<file path="src/rtl/core/ppm_hdr_pkg.sv">
// ----------------------------------------------------------------------------
// PPM header parser package
// Shared types, codes and byte classification helpers for the P6 header
// parser.
// ----------------------------------------------------------------------------
package ppm_hdr_pkg;

	localparam int unsigned ACC_W      = 17;
	localparam int unsigned OUT_W      = 16;
	localparam int unsigned DIM_BITS_D = 16;

	localparam logic [ACC_W-1:0] ACC_SAT = 17'h1FFFF;

	localparam logic [7:0] CH_P    = 8'h50;
	localparam logic [7:0] CH_SIX  = 8'h36;
	localparam logic [7:0] CH_HASH = 8'h23;
	localparam logic [7:0] CH_LF   = 8'h0A;
	localparam logic [7:0] CH_SP   = 8'h20;
	localparam logic [7:0] CH_TAB  = 8'h09;
	localparam logic [7:0] CH_CR   = 8'h0D;
	localparam logic [7:0] CH_0    = 8'h30;
	localparam logic [7:0] CH_9    = 8'h39;

	typedef enum logic [9:0] {
		PH_P      = 10'b00_0000_0001,
		PH_SIX    = 10'b00_0000_0010,
		PH_MAGIC  = 10'b00_0000_0100,
		PH_WS_W   = 10'b00_0000_1000,
		PH_WIDTH  = 10'b00_0001_0000,
		PH_WS_H   = 10'b00_0010_0000,
		PH_HEIGHT = 10'b00_0100_0000,
		PH_WS_M   = 10'b00_1000_0000,
		PH_MAXVAL = 10'b01_0000_0000,
		PH_END    = 10'b10_0000_0000
	} phase_t;

	typedef enum logic [1:0] {
		ST_PENDING  = 2'd0,
		ST_DONE     = 2'd1,
		ST_ERROR    = 2'd2,
		ST_FINISHED = 2'd3
	} status_t;

	typedef struct packed {
		phase_t           phase;
		logic             in_comment;
		logic [ACC_W-1:0] width_acc;
		logic [ACC_W-1:0] height_acc;
		logic [ACC_W-1:0] maxval_acc;
		logic             finished;
		logic             succeeded;
	} hdr_state_t;

	typedef struct packed {
		status_t          status;
		logic             header_ok;
		logic [OUT_W-1:0] image_width;
		logic [OUT_W-1:0] image_height;
		logic [OUT_W-1:0] max_sample;
		logic             two_byte_samples;
	} hdr_result_t;

	localparam hdr_state_t HDR_STATE_RST = '{
		phase:      PH_P,
		in_comment: 1'b0,
		width_acc:  '0,
		height_acc: '0,
		maxval_acc: '0,
		finished:   1'b0,
		succeeded:  1'b0
	};

	function automatic logic is_ws(input logic [7:0] c);
		return (c == CH_SP) || ((c >= CH_TAB) && (c <= CH_CR));
	endfunction

	function automatic logic is_digit(input logic [7:0] c);
		return (c >= CH_0) && (c <= CH_9);
	endfunction

	// acc * 10 + digit, saturating
	function automatic logic [ACC_W-1:0] accumulate(input logic [ACC_W-1:0] acc,
		input logic [7:0] c);
		logic [ACC_W+4:0] v;
		v = {2'b00, acc, 3'b000} + {4'b0000, acc, 1'b0} + {18'd0, c[3:0]};
		if (v > {5'd0, ACC_SAT}) begin
			return ACC_SAT;
		end
		return v[ACC_W-1:0];
	endfunction

endpackage

</file>
<file path="src/rtl/core/ppm_header_parser.sv">
// ----------------------------------------------------------------------------
// PPM P6 header parser
// Byte-stream parser for the header of a binary PPM image.
// ----------------------------------------------------------------------------
// One word in, one word out: every byte accepted yields exactly one result
// word. A byte is latched into an input register, checked against the parser
// state by a single level of logic and, with the state update, written into
// the result register, so the block sustains one byte per clock while the
// output is not stalled. The input side takes a byte while a result waits
// only if the input register is empty, then holds until the result is taken.
// Set restart with the first byte of each new header;
// after completion or an error every byte reports "already finished" until
// the next restart.
module ppm_header_parser #(
	parameter int unsigned DIM_BITS = ppm_hdr_pkg::DIM_BITS_D
) (
	input  logic                           clk,
	input  logic                           arst_n,
	input  logic                           in_valid,
	output logic                           in_ready,
	input  logic [7:0]                     data_byte,
	input  logic                           restart,
	output logic                           out_valid,
	input  logic                           out_ready,
	output logic [1:0]                     status,
	output logic                           header_ok,
	output logic [ppm_hdr_pkg::OUT_W-1:0]  image_width,
	output logic [ppm_hdr_pkg::OUT_W-1:0]  image_height,
	output logic [ppm_hdr_pkg::OUT_W-1:0]  max_sample,
	output logic                           two_byte_samples
);
	import ppm_hdr_pkg::*;

	logic        valid_s1;
	logic [7:0]  data_s1;
	logic        restart_s1;
	logic        advance;
	hdr_state_t  state_q;
	hdr_state_t  state_nxt;
	hdr_result_t res_nxt;
	hdr_result_t res_q;
	logic        out_valid_q;

	assign advance  = valid_s1 && (!out_valid_q || out_ready);
	assign in_ready = !valid_s1 || advance;

	ppm_hdr_step #(
		.DIM_BITS(DIM_BITS)
	) u_step (
		.cur      (state_q),
		.data_byte(data_s1),
		.restart  (restart_s1),
		.nxt      (state_nxt),
		.res      (res_nxt)
	);

	always_ff @(posedge clk or negedge arst_n) begin
		if (!arst_n) begin
			valid_s1 <= 1'b0;
		end else if (in_ready) begin
			valid_s1 <= in_valid;
		end
	end

	always_ff @(posedge clk) begin
		if (in_valid && in_ready) begin
			data_s1    <= data_byte;
			restart_s1 <= restart;
		end
	end

	always_ff @(posedge clk or negedge arst_n) begin
		if (!arst_n) begin
			state_q     <= HDR_STATE_RST;
			out_valid_q <= 1'b0;
		end else begin
			if (advance) begin
				state_q     <= state_nxt;
				out_valid_q <= 1'b1;
			end else if (out_ready) begin
				out_valid_q <= 1'b0;
			end
		end
	end

	always_ff @(posedge clk) begin
		if (advance) begin
			res_q <= res_nxt;
		end
	end

	assign out_valid        = out_valid_q;
	assign status           = res_q.status;
	assign header_ok        = res_q.header_ok;
	assign image_width      = res_q.image_width;
	assign image_height     = res_q.image_height;
	assign max_sample       = res_q.max_sample;
	assign two_byte_samples = res_q.two_byte_samples;

endmodule

</file>
<file path="src/rtl/core/ppm_hdr_step.sv">
// ----------------------------------------------------------------------------
// PPM header parser step logic
// Next parser state and result word for one byte against the current state.
// ----------------------------------------------------------------------------
module ppm_hdr_step #(
	parameter int unsigned DIM_BITS = ppm_hdr_pkg::DIM_BITS_D
) (
	input  ppm_hdr_pkg::hdr_state_t  cur,
	input  logic [7:0]               data_byte,
	input  logic                     restart,
	output ppm_hdr_pkg::hdr_state_t  nxt,
	output ppm_hdr_pkg::hdr_result_t res
);
	import ppm_hdr_pkg::*;

	localparam logic [32:0] DIM_LIM = (33'd1 << DIM_BITS) - 33'd1;

	hdr_state_t       st;
	logic             ok;
	logic             c_ws;
	logic             c_dig;
	logic             c_hash;
	logic [ACC_W-1:0] acc_w;
	logic [ACC_W-1:0] acc_h;
	logic [ACC_W-1:0] acc_m;
	logic             w_ok;
	logic             h_ok;
	logic             m_ok;

	assign st     = restart ? HDR_STATE_RST : cur;
	assign c_ws   = is_ws(data_byte);
	assign c_dig  = is_digit(data_byte);
	assign c_hash = (data_byte == CH_HASH);
	assign acc_w  = accumulate(st.width_acc, data_byte);
	assign acc_h  = accumulate(st.height_acc, data_byte);
	assign acc_m  = accumulate(st.maxval_acc, data_byte);

	assign w_ok = (st.width_acc != '0) && !st.width_acc[ACC_W-1] &&
		({16'd0, st.width_acc} <= DIM_LIM);
	assign h_ok = (st.height_acc != '0) && !st.height_acc[ACC_W-1] &&
		({16'd0, st.height_acc} <= DIM_LIM);
	assign m_ok = (st.maxval_acc != '0) && !st.maxval_acc[ACC_W-1];

	always_comb begin
		nxt        = st;
		res.status = ST_PENDING;
		ok         = 1'b1;
		if (st.finished) begin
			res.status = ST_FINISHED;
		end else if (st.in_comment) begin
			if (data_byte == CH_LF) begin
				nxt.in_comment = 1'b0;
			end
		end else begin
			case (st.phase)
				PH_P: begin
					if (data_byte == CH_P) nxt.phase = PH_SIX; else ok = 1'b0;
				end
				PH_SIX: begin
					if (data_byte == CH_SIX) nxt.phase = PH_MAGIC; else ok = 1'b0;
				end
				PH_MAGIC: begin
					if (c_hash || c_ws) begin
						nxt.in_comment = c_hash;
						nxt.phase      = PH_WS_W;
					end else begin
						ok = 1'b0;
					end
				end
				PH_WS_W: begin
					if (c_hash) begin
						nxt.in_comment = 1'b1;
					end else if (c_dig) begin
						nxt.width_acc = acc_w;
						nxt.phase     = PH_WIDTH;
					end else if (!c_ws) begin
						ok = 1'b0;
					end
				end
				PH_WIDTH: begin
					if (c_hash || c_ws) begin
						nxt.in_comment = c_hash;
						nxt.phase      = PH_WS_H;
					end else if (c_dig) begin
						nxt.width_acc = acc_w;
					end else begin
						ok = 1'b0;
					end
				end
				PH_WS_H: begin
					if (c_hash) begin
						nxt.in_comment = 1'b1;
					end else if (c_dig) begin
						nxt.height_acc = acc_h;
						nxt.phase      = PH_HEIGHT;
					end else if (!c_ws) begin
						ok = 1'b0;
					end
				end
				PH_HEIGHT: begin
					if (c_hash || c_ws) begin
						nxt.in_comment = c_hash;
						nxt.phase      = PH_WS_M;
					end else if (c_dig) begin
						nxt.height_acc = acc_h;
					end else begin
						ok = 1'b0;
					end
				end
				PH_WS_M: begin
					if (c_hash) begin
						nxt.in_comment = 1'b1;
					end else if (c_dig) begin
						nxt.maxval_acc = acc_m;
						nxt.phase      = PH_MAXVAL;
					end else if (!c_ws) begin
						ok = 1'b0;
					end
				end
				PH_MAXVAL: begin
					if (c_hash || c_ws) begin
						nxt.in_comment = c_hash;
						nxt.phase      = PH_END;
					end else if (c_dig) begin
						nxt.maxval_acc = acc_m;
					end else begin
						ok = 1'b0;
					end
				end
				PH_END: begin
					if (w_ok && h_ok && m_ok) begin
						nxt.succeeded = 1'b1;
						nxt.finished  = 1'b1;
						res.status    = ST_DONE;
					end else begin
						ok = 1'b0;
					end
				end
				default: begin
					ok = 1'b0;
				end
			endcase
			if (!ok) begin
				nxt.finished  = 1'b1;
				nxt.succeeded = 1'b0;
				res.status    = ST_ERROR;
			end
		end

		res.header_ok        = nxt.succeeded;
		res.image_width      = '0;
		res.image_height     = '0;
		res.max_sample       = '0;
		res.two_byte_samples = 1'b0;
		if (nxt.succeeded) begin
			res.image_width      = nxt.width_acc[OUT_W-1:0];
			res.image_height     = nxt.height_acc[OUT_W-1:0];
			res.max_sample       = nxt.maxval_acc[OUT_W-1:0];
			res.two_byte_samples = |nxt.maxval_acc[ACC_W-1:8];
		end
	end

endmodule
</file>
<file path="config.mk">
export PLATFORM = sky130hd
export DESIGN_NAME = ppm_header_parser
export DESIGN_NICKNAME = d
export VERILOG_FILES = /design/src/rtl/core/ppm_hdr_pkg.sv /design/src/rtl/core/ppm_header_parser.sv /design/src/rtl/core/ppm_hdr_step.sv
export SDC_FILE = /design/constraint.sdc
export NUM_CORES = 1
export LEC_CHECK = 0
export BUFFER_PORTS_ARGS = -buffer_cell sky130_fd_sc_hd__buf_2
export CAP_MARGIN = 20
export CORE_MARGIN = 4
export CORE_UTILIZATION = 62
export CTS_BUF_LIST = sky130_fd_sc_hd__clkbuf_2
export DETAILED_ROUTE_END_ITERATION = 12
export PLACE_DENSITY = 0.78
export SKIP_LAST_GASP = 1
export SLEW_MARGIN = 20
export SYNTH_ARGS = -nofsm -noshare
export SYNTH_HDL_FRONTEND = slang
export SYNTH_HIERARCHICAL = 1
export SYNTH_SLANG_ARGS = --single-unit
export TNS_END_PERCENT = 5
</file>
<file path="constraint.sdc">
create_clock -name clk -period 10.3 [get_ports clk]
set_clock_uncertainty 0.1 [all_clocks]
set_input_delay 0 -clock clk [delete_from_list [all_inputs] [get_ports clk]]
set_output_delay 0 -clock clk [all_outputs]
set_load 0.02 [all_outputs]
</file>
* Word-level counts from Yosys, hierarchy flattened
Index checks and enable logic that the tools add are counted.
Operators by class: $add $sub $neg 6, $lt $le $gt $ge 9, equal/unequal tests 15, multiplexer cells 63, reduce and logical (&&, ||, !) cells 27
Operator list (count):
- two-way mux 17 bit | 15
- two-way mux 64 bit | 2
- one-hot mux 17 bit (2 select lines) | 3
- two-way mux 10 bit | 9
- one-hot mux 10 bit (9 select lines) | 1
- adder 22 x 4 -> 22 bit | 3
- > comparator 22 x 17 -> 1 bit (second input constant) | 3
- adder 20 x 18 -> 21 bit | 3
- two-way mux 53 bit | 1
- nonzero test 17 bit | 3
- two-way mux 11 bit | 4
- <= comparator 17 x 16 -> 1 bit (second input constant) | 2
- == test 8 x 6 -> 1 bit (second input constant) | 3
- two-way mux 1 bit | 20
- two-way mux 2 bit | 6
- logical AND 1 bit | 11
- == test 10 x 1 -> 1 bit (second input constant) | 1
- == test 10 bit (second input constant) | 1
- == test 10 x 2 -> 1 bit (second input constant) | 1
- == test 10 x 3 -> 1 bit (second input constant) | 1
- == test 10 x 4 -> 1 bit (second input constant) | 1
- == test 10 x 5 -> 1 bit (second input constant) | 1
- == test 10 x 6 -> 1 bit (second input constant) | 1
- == test 10 x 7 -> 1 bit (second input constant) | 1
- 15 further kinds | 23
Word-level totals: flip-flop bits (word level) 127, bits of input ports 13, output and inout port bits 54, word-level logic and storage cells 137

* Logic depth before layout (Yosys ltp)
Gate-level depths: netlist of run 1.
word-level depth 14, depth in mapped cells 21

* Hierarchy
The synthesis of run 1 kept the hierarchy.
By module, submodules not included:
- ppm_hdr_step | times used 1, cells an instance 829, area an instance 5642.9 µm², seq. area each 0.0 µm²
- ppm_header_parser | times used 1, cells an instance 205, area an instance 4526.8 µm², seq. area each 3484.6 µm²

* Worst setup path after synthesis of run 1
OpenSTA, ideal clock, no wires.
path kind reg2reg, from register restart_s1, to register state_q[32] (netlist bit), library setup time 0.125 ns, arrival time 4.743 ns, required time 10.075 ns, path slack 5.332 ns, stages on the path, launching flop included 21, cells stage by stage edfxtp_1 > buf_2 > buf_2 > buf_1 > clkbuf_1 > clkbuf_1 > nor2b_1 > fa_1 > inv_1 > fa_1 > nor2b_1 > o21a_1 > o21ai_0 > a21o_1 > a211oi_1 > o311ai_1 > a211o_1 > a21oi_2 > buf_2 > a31oi_1 > mux2_4
RTL lines:
- start, declared | line ppm_header_parser.sv:36 | logic restart_s1;
- start signal, assigned | line ppm_header_parser.sv:68 | restart_s1 <= restart;
- end signal, assigned | line ppm_header_parser.sv:78 | state_q <= state_nxt;
- end, declared | line ppm_header_parser.sv:38 | hdr_state_t state_q;

==> flow_metrics.env, run 1 <==
export IMPL_tightest_slew_ps=1000
export IMPL_synthesis_area_um2=10200
export IMPL_startpoint_type="flip-flop"
export IMPL_cts_buffer_depth=2
export IMPL_viasPerCell=6.29
export IMPL_p_leak_nw=5.22
export IMPL_root_buffer="clkbuf_2"
export IMPL_drc=0
export IMPL_antenna_found_initial=1
export IMPL_hold_viol_final=0
export IMPL_dr_pass1_iters=6
export IMPL_clock_sinks=127
export IMPL_pwr_share_seq_pct=55.0
export IMPL_core_um2=16000
export IMPL_ys_async_sr_fraction_pct=52.0
export IMPL_switchingPower_uw=276
export IMPL_final_core_util_pct=69.5
export IMPL_track_usage_pct=27.9
export IMPL_hold_path_end="data_s1[4]"
export IMPL_cell_internal_pwr_uw=742
export IMPL_htreeDepth=4
export IMPL_area_growth_pct=9.30
export IMPL_drive_gt1_share_pct=16.1
export IMPL_crit_fanout=74
export IMPL_synth_top_area_share_pct=18.0
export IMPL_min_path_type="in2reg"
export IMPL_nets=1223
export IMPL_synth_fp_nets=1151
export IMPL_hpwl_mm=17.7
export IMPL_ir_drop_mv=0.0586
export IMPL_rsz0062_at_grt="no"
export IMPL_grt_pass1_vias=8063
export IMPL_clock_latency_ps=730
export IMPL_required_ps=10820
export IMPL_pwr_share_clk_pct=35.0
export IMPL_fmax_mhz=193
export IMPL_dieArea_um2=18500
export IMPL_ant_nets=0
export IMPL_avgSynthCellArea_um2=9.84
export IMPL_timing_hold_ws_ps=395
export IMPL_synthCells=1034
export IMPL_tritoncts="done"
export IMPL_synth_seq_area_share_pct=34.3
export IMPL_start_util_pct=63.6
export IMPL_cp_end_kind="flip-flop"
export IMPL_regArea_um2=3480
export IMPL_port_buffers=66
export IMPL_critPathLaunch="restart_s1"
export IMPL_reg2reg_slack_ps=5110
export IMPL_power_density_nw_per_um2=91.6
export IMPL_die_h_um=136
export IMPL_io_pins=67
export IMPL_die_width_um=136
export IMPL_comb_power_share_pct=9.9
export IMPL_drv_cap=0
export IMPL_fin_tns_setup_ps=0
export IMPL_clk_pin_slew_worst_paths_ps=200
export IMPL_cp_arrival_ps=5710
export IMPL_p_sw_share_pct=27.1
export IMPL_synth_edf_count=61
export IMPL_synth_distinct_cells=85
export IMPL_timing_slew_headroom_pct=33.2
export IMPL_ys_dominant_reg_cell="dfrtp_1"
export IMPL_holdPathStages=3
export IMPL_multi_input_area_um2=6330
export IMPL_via_count=8405
export IMPL_period_minus_slack_ps=5190
export IMPL_cts_resized=0
export IMPL_avgRoutedWirePerCell_um=18.7
export IMPL_drt_iter0_markers=900
export IMPL_dp_cells=1278
export IMPL_ys_warn_count=6
export IMPL_final_max_slew_violation_count=0
export IMPL_grt_pass1_wl_mm=41.0
export IMPL_yosysTopAreaCell="edfxtp_1"
export IMPL_setup_violations=0
export IMPL_hold_start="in_valid"
export IMPL_worst_r2r_endpoint="state_q[20]"
export IMPL_ys_ff_latch=127
export IMPL_overflow=0
export IMPL_fin_cells=1337
export IMPL_r2r_start="restart_s1"
export IMPL_cts_inserted_buffers=17
export IMPL_row_count=46
export IMPL_drt_total_wl_mm=25.0
export IMPL_fill_cells=1281
export IMPL_crit_type="reg2reg"
export IMPL_gp_congestion=0.924
export IMPL_status="complete, no violations"
export IMPL_reg2regPathDepth=16
export IMPL_fin_crit_sh_pct=50.4
export IMPL_yosys_top_cells_area="edfxtp_1, dfrtp_1, ha_1"
export IMPL_grt_max_degree=75
==> flip-flops by register name, indices dropped and copies added, names as in the netlist <==
signal / flops
image_height: 16
out_valid: 1
max_sample: 16
restart_s1: 1
data_s1: 8
header_ok: 1
status: 2
state_q: 64
two_byte_samples: 1
image_width: 16
valid_s1: 1
==> worst max-delay path, cell delays in order (launching register included) <==
cell and delay (ps):
edfxtp_1 360, buf_4 650, nor2b_1 240, fa_1 600
inv_1 70, fa_1 450, nor2b_1 130, o21a_1 130
o21ai_0 110, a21o_1 230, a211oi_1 310, o311ai_1 160
a211o_1 350, a21oi_2 410, buf_4 360, a31oi_1 130
mux2_4 270
==> how the worst max path moves through the flow <==
| stage | endpoint | slack [ps] | cells past startpoint |
|---|---|---|---|
| global placement | state_q[35] | 5330 | 16 |
| CTS | state_q[35] | 5190 | 16 |
| finish | state_q[20] | 5110 | 16 |
| floorplan | state_q[32] | 5330 | 20 |
| global route | state_q[20] | 4760 | 16 |
| detailed placement | state_q[21] | 5210 | 16 |
==> metrics by stage <==
step	worst slack [ps]	total power, mW	cell area, um2
2_1_floorplan	5330	0.633	10200
3_3_place_gp	5330	0.662	10600
3_5_place_dp	5210	0.664	10600
4_1_cts	5190	1.03	11100
5_1_grt	4760	1.06	11100
6_report	5110	1.02	11100
==> layout make-up <==
cell class                      instances  area share [%]
Antenna cell                            2          0.0450
Clock buffer                           17           0.765
Clock inverter                         15            1.74
Inverter                               23           0.777
Multi-Input combinational cell        837            56.9
Sequential cell                       127            31.3
Tap cell                              216            2.43
Timing Repair Buffer                  100            5.94
==> logic make-up after synthesis <==
| group | after synthesis | share of synthesized area, % |
|---|---|---|
| muxes | 65 | 8.99 |
| buffers and inverters | 70 | 3.58 |
| DFF | 127 | 34.3 |
| and+or+nand+nor | 378 | 19.4 |
| AOI/OAI and AO/OA | 249 | 17.1 |
| xor gates and xnor gates | 41 | 3.53 |
| adders and majority gates | 104 | 13.2 |
==> layer usage <==
metal	vias to the layer above	GRT usage (%)	wire length, um
met5	-	0	0
met4	0	9.74	590
met3	53	4.74	1470
met2	341	44.1	11500
met1	3972	39.0	11500
li1	4039	-	-
==> Yosys cell counts, types with 4 or more instances <==
master,count
o21ai_0,29
mux2_1,15
edfxtp_1,61
nor4_1,24
nand2_1,54
a21oi_1,62
nor2_1,104
or2_2,5
and2_1,14
and3_1,6
a21o_1,24
o21bai_1,5
fa_1,5
clkbuf_1,19
o31ai_1,6
dfrtp_1,65
nand4_1,12
o311a_1,5
mux2_4,49
nor3_1,35
nand2b_1,11
inv_1,22
ha_1,99
or3_1,4
xnor2_1,19
buf_8,4
a211oi_1,23
nor2b_1,70
a311oi_1,12
o21a_1,5
nand3_1,18
buf_6,4
a31oi_1,19
o211ai_1,9
o31a_1,6
buf_2,15
xor2_1,22
==> power groups by stage <==
stage / clock, mW / combinational (mW) / sequential [mW]
finish: 0.356 / 0.101 / 0.560
detailed placement: 0 / 0.0939 / 0.570
global placement: 0 / 0.0913 / 0.571
CTS: 0.364 / 0.101 / 0.560
floorplan: 0 / 0.0503 / 0.583
global route: 0.393 / 0.109 / 0.562
==> repair_timing <==
action	4_1_cts	5_1_grt
hold buffers	25	0
hold endpoints to repair	101	0
setup buffers	0	0
==> cells in the final DEF, fill, tap and decap left out, drive strengths merged, types with 18 or more instances in the layout <==
master and count:
a211oi 25, ha 99, buf 75, edfxtp 61
o21ai 31, mux2 64, inv 23, dlygate4sd3 25
nand2 56, a21oi 63, nor3 36, nand3 18
xnor2 19, a21o 24, nor2b 70, nor4 28
a31oi 19, dfrtp 65, nor2 105, xor2 22
Power figures use the tool's default switching activity.
==> inputs of run 2 (changes only) <==
clock period = 4.9 ns   (was 10.3 ns; I/O delays follow)
==> flow_metrics.env, run 2 (synthesized netlist as in run 1, its figures left out) <==
export IMPL_busiest_layer="met2"
export IMPL_clk_pin_slew_worst_paths_ps=200
export IMPL_rsz0062_at_grt="no"
export IMPL_cp_end_kind="flip-flop"
export IMPL_die_h_um=136
export IMPL_overflow=0
export IMPL_pwr_share_clk_pct=33.5
export IMPL_p_sw_share_pct=27.8
export IMPL_dr_pass1_iters=7
export IMPL_grt_use_met1_pct=39.9
export IMPL_fmax_mhz=215
export IMPL_period_minus_slack_ps=4640
export IMPL_cts_buffer_depth=2
export IMPL_hpwl_mm=17.7
export IMPL_timing_hold_ws_ps=406
export IMPL_grt_use_met2_pct=44.2
export IMPL_pwr_share_seq_pct=56.3
export IMPL_hold_viol_final=0
export IMPL_crit_fanout=38
export IMPL_track_usage_pct=28.0
export IMPL_required_ps=5280
export IMPL_via_count=8410
export IMPL_power_density_nw_per_um2=188
export IMPL_regMostFlops="state_q"
export IMPL_antenna_found_initial=1
export IMPL_fin_tns_setup_ps=0
export IMPL_avgRoutedWirePerCell_um=18.6
export IMPL_largest_register_ffs=64
export IMPL_gp_congestion=0.960
export IMPL_drt_total_wl_mm=24.9
export IMPL_comb_power_share_pct=10.2
export IMPL_htreeDepth=4
export IMPL_port_buffers=66
export IMPL_cpPeakStageDelay_ps=770
export IMPL_timing_slew_headroom_pct=24.6
export IMPL_crit_type="reg2reg"
export IMPL_grt_pass1_vias=8091
export IMPL_grt_pass1_wl_mm=41.2
export IMPL_final_cell_mix="nor2_1, ha_1, nor2b_1"
export IMPL_cts_setup_buffers=0
export IMPL_cts_inserted_buffers=17
export IMPL_drt_iter0_markers=826
export IMPL_dieArea_um2=18500
export IMPL_cpMaxStageDelayCell="a2111oi_0"
export IMPL_clock_sinks=127
export IMPL_core_um2=16000
export IMPL_p_leak_nw=5.25
export IMPL_row_count=46
export IMPL_cp_cell_sequence="buf_12 -> nor2b_1 -> fa_1 -> ha_1 -> a21o_1 -> a21o_1 -> a2111oi_0 -> o41ai_1 -> a211o_1 -> xnor2_1 -> nand2_1 -> o32a_1 -> and2_1"
export IMPL_layout_commonest_cell="nor2_1"
export IMPL_drive_gt1_share_pct=16.6
export IMPL_cp_arrival_ps=5020
export IMPL_switchingPower_uw=582
export IMPL_io_pins=67
export IMPL_root_buffer="clkbuf_2"
export IMPL_ir_drop_mv=0.137
export IMPL_critPathLaunch="restart_s1"
export IMPL_clock_latency_ps=720
export IMPL_grt_met3_usage_pct=4.33
export IMPL_grt_max_degree=67
export IMPL_fin_crit_sh_pct=94.7
export IMPL_nets=1228
export IMPL_tightest_slew_ps=1130
export IMPL_start_util_pct=63.6
export IMPL_min_path_type="in2async"
export IMPL_tritoncts="done"
export IMPL_cell_internal_pwr_mw=1.51
export IMPL_crit_top_cell="a21o_1"
export IMPL_fill_cells=1261
export IMPL_startpoint_type="flip-flop"
export IMPL_viasPerCell=6.27
export IMPL_final_max_slew_violation_count=0
export IMPL_status="complete, no violations"
export IMPL_setup_violations=0
export IMPL_drv_cap=0
export IMPL_drc=0
export IMPL_ant_nets=0
export IMPL_area_growth_pct=9.61
export IMPL_die_width_um=136
export IMPL_r2r_start="restart_s1"
run 2: changes by cell type in the layout (fill, tap and decap cells not counted):
cell	delta
bufinv_16	-1
or2_1	+1
buf_4	+4
o22ai_2	+1
buf_12	+1
or2_0	-1
nor2b_2	+1
clkinv_2	+1
diode_2	-1
nor2b_1	-1
o22ai_1	-1
run 2: layout make-up:
type	count	area, um2	area share [%]
Antenna cell	1	2.50	0.0224
Inverter	23	86.3	0.775
Sequential cell	127	3480	31.3
Timing Repair Buffer	105	711	6.38
Clock inverter	15	169	1.52
Clock buffer	17	85.1	0.763
Multi-Input combinational cell	837	6340	56.9
Tap cell	216	270	2.42
run 2: path summary, 6_finish.rpt:
path | endpoint | slack [ps] | cells past startpoint
max | image_width[13] | 260 | 13
min | state_q[55] | 410 | 4
max reg2reg | image_width[13] | 260 | 13
min reg2reg | state_q[8] | 440 | 1
max in group asynchronous | state_q[49] | 3650 | 4
min in group clk | data_s1[5] | 420 | 3
run 2: what timing repair did:
action	CTS	global route
resized for setup	0	3
endpoints found under the setup margin	0	10
hold buffers	25	0
endpoints found under the hold margin	107	0
run 2: metrics by stage:
stage          util (%)  std cells  cell area, um2  setup slack, ps  power, mW
2_1_floorplan         -       1034           10200             32.6       1.33
3_3_place_gp       66.4       1283           10600              419       1.40
3_5_place_dp       66.4       1283           10600              263       1.40
4_1_cts            69.6       1340           11100              193       2.11
5_1_grt            69.7       1341           11100             27.7       2.19
6_report           69.7       1341           11100              259       2.09
run 2: power groups by stage:
| stage | registers (mW) | clock network, mW | logic, mW |
|---|---|---|---|
| finish | 1.18 | 0.700 | 0.214 |
| global route | 1.18 | 0.774 | 0.231 |
| CTS | 1.18 | 0.717 | 0.215 |
| detailed placement | 1.20 | 0 | 0.200 |
| global placement | 1.20 | 0 | 0.198 |
| floorplan | 1.23 | 0 | 0.106 |
run 2: critical path: cells and delay by family (launching register included):
family	cells	cell delay, ps
AOI/OAI and AO/OA	6	2030
xor gates and xnor gates	1	210
adders and majority gates	2	850
buffers and inverters	1	210
DFF	1	500
and+or+nand+nor	3	500
run 2: routing by layer:
layer  wire, um  vias up
met5          0        -
met4        403        0
met3       1370       32
met2      11600      295
met1      11600     4046
li1           -     4037
==> inputs of run 3 (changes only) <==
CORE_MARGIN = 5   (was 4)
CORE_UTILIZATION = 50   (was 62)
PLACE_DENSITY = 0.65   (was 0.78)
==> flow_metrics.env, run 3 (synthesized netlist as in run 1, its figures left out) <==
export IMPL_crit_type="reg2reg"
export IMPL_clk_pin_slew_worst_paths_ps=210
export IMPL_row_count=52
export IMPL_status="complete, no violations"
export IMPL_regMostFlops="state_q"
export IMPL_fill_cells=1794
export IMPL_regArea_um2=3480
export IMPL_p_leak_nw=5.34
export IMPL_period_minus_slack_ps=4500
export IMPL_avgRoutedWirePerCell_um=18.8
export IMPL_viasPerCell=5.94
export IMPL_drc=0
export IMPL_tritoncts="done"
export IMPL_multi_input_area_um2=6330
export IMPL_fin_cells=1411
export IMPL_cts_resized=0
export IMPL_cp_end_kind="flip-flop"
export IMPL_cts_inserted_buffers=17
export IMPL_nets=1243
export IMPL_root_buffer="clkbuf_2"
export IMPL_drive_gt1_share_pct=17.6
export IMPL_area_growth_pct=11.6
export IMPL_die_h_um=153
export IMPL_fin_tns_setup_ps=0
export IMPL_layout_commonest_cell="nor2_1"
export IMPL_htreeDepth=4
export IMPL_clock_latency_ps=760
export IMPL_hold_viol_final=0
export IMPL_hpwl_mm=19.4
export IMPL_gp_congestion=0.933
export IMPL_io_pins=67
export IMPL_grt_pass1_vias=8252
export IMPL_drt_total_wl_mm=26.6
export IMPL_cpLargestDelayFamily="compound AO/OA/AOI/OAI gates"
export IMPL_grt_max_degree=67
export IMPL_rsz0062_at_grt="no"
export IMPL_critPathBufInv=2
export IMPL_setup_violations=0
export IMPL_start_util_pct=50.6
export IMPL_drt_iter0_markers=592
export IMPL_startpoint_type="flip-flop"
export IMPL_cpPeakStageDelay_ps=450
export IMPL_dr_pass1_iters=5
export IMPL_antenna_found_initial=2
export IMPL_grt_pass1_wl_mm=43.2
export IMPL_die_width_um=153
export IMPL_cts_buffer_depth=2
export IMPL_dp_cells=1350
export IMPL_final_core_util_pct=56.4
export IMPL_port_buffers=66
export IMPL_clock_sinks=127
export IMPL_crit_fanout=26
export IMPL_timing_slew_headroom_pct=38.1
export IMPL_timing_hold_ws_ps=349
export IMPL_ir_drop_mv=0.125
export IMPL_fin_crit_sh_pct=91.9
export IMPL_final_max_slew_violation_count=0
export IMPL_drv_cap=0
export IMPL_via_count=8376
export IMPL_fmax_mhz=222
export IMPL_cp_cell_sequence="buf_4 -> buf_4 -> nor2b_1 -> ha_1 -> ha_1 -> fa_1 -> a211oi_1 -> o21ai_0 -> a211oi_1 -> o311a_1 -> a41o_1 -> nand2_2 -> a211o_1 -> and2_1"
export IMPL_ant_nets=0
export IMPL_dieArea_um2=23300
export IMPL_required_ps=5330
export IMPL_min_path_type="in2reg"
export IMPL_largest_register_ffs=64
export IMPL_overflow=0
export IMPL_total_power_mw=2.17
export IMPL_tightest_slew_ps=916
export IMPL_track_usage_pct=22.6
export IMPL_final_cell_mix="nor2_1, ha_1, nor2b_1"
export IMPL_cpMaxStageDelayCell="fa_1"
export IMPL_core_um2=20100
export IMPL_power_density_nw_per_um2=192
export IMPL_cp_arrival_ps=4930
[run 3: metrics by stage]
step | area (um2) | setup WS, ps
final | 11300 | 399
after detailed placement | 10800 | 318
after floorplan | 10200 | 32.6
after global placement | 10800 | 376
after CTS | 11300 | 279
after global routing | 11300 | 125
[run 3: worst reg2reg max path, stage by stage, from the launching register on]
cell,delay [ps]
edfxtp_1,440
buf_4,170
buf_4,220
nor2b_1,230
ha_1,270
ha_1,250
fa_1,450
a211oi_1,220
o21ai_0,210
a211oi_1,430
o311a_1,320
a41o_1,150
nand2_2,260
a211o_1,400
and2_1,160
[run 3: power by group]
| group | switching (mW) | internal, mW | leakage (nW) | total [mW] |
|---|---|---|---|---|
| Sequential | 0.0196 | 1.16 | 1.51 | 1.18 |
| Clock | 0.438 | 0.339 | 0.163 | 0.777 |
| Combinational | 0.147 | 0.0754 | 3.67 | 0.222 |
[run 3: area by class of cell]
type	count	area share, %
multi-input combinational	837	55.8
antenna	2	0.0441
inverter	23	0.761
sequential	127	30.7
tap	270	2.98
clock buffer	18	0.794
timing repair buffer	120	7.26
clock inverter	14	1.67
[run 3: worst paths after layout]
| check | cells past startpoint | slack (ps) | from | end |
|---|---|---|---|---|
| setup / recovery | 14 | 400 | restart_s1 | max_sample[10] |
| hold / removal | 3 | 350 | in_valid | restart_s1 |
| setup reg to reg | 14 | 400 | restart_s1 | max_sample[10] |
| hold reg to reg | 1 | 450 | state_q[6] | state_q[6] |
| max in group asynchronous | 4 | 3690 | arst_n | state_q[20] |
| min in group asynchronous | 4 | 400 | arst_n | state_q[1] |
[run 3: per-layer routing]
metal	routed length (um)	global-route usage, %	vias up
li1	-	-	4068
met1	12500	31.9	4016
met2	12100	35.6	247
met3	1490	4.43	45
met4	498	6.07	0
met5	0	0	-
[run 3: repair_timing]
item	CTS	global route
hold endpoints to repair	107	0
buffers inserted	0	2
setup endpoints to repair	0	3
hold buffers	25	0
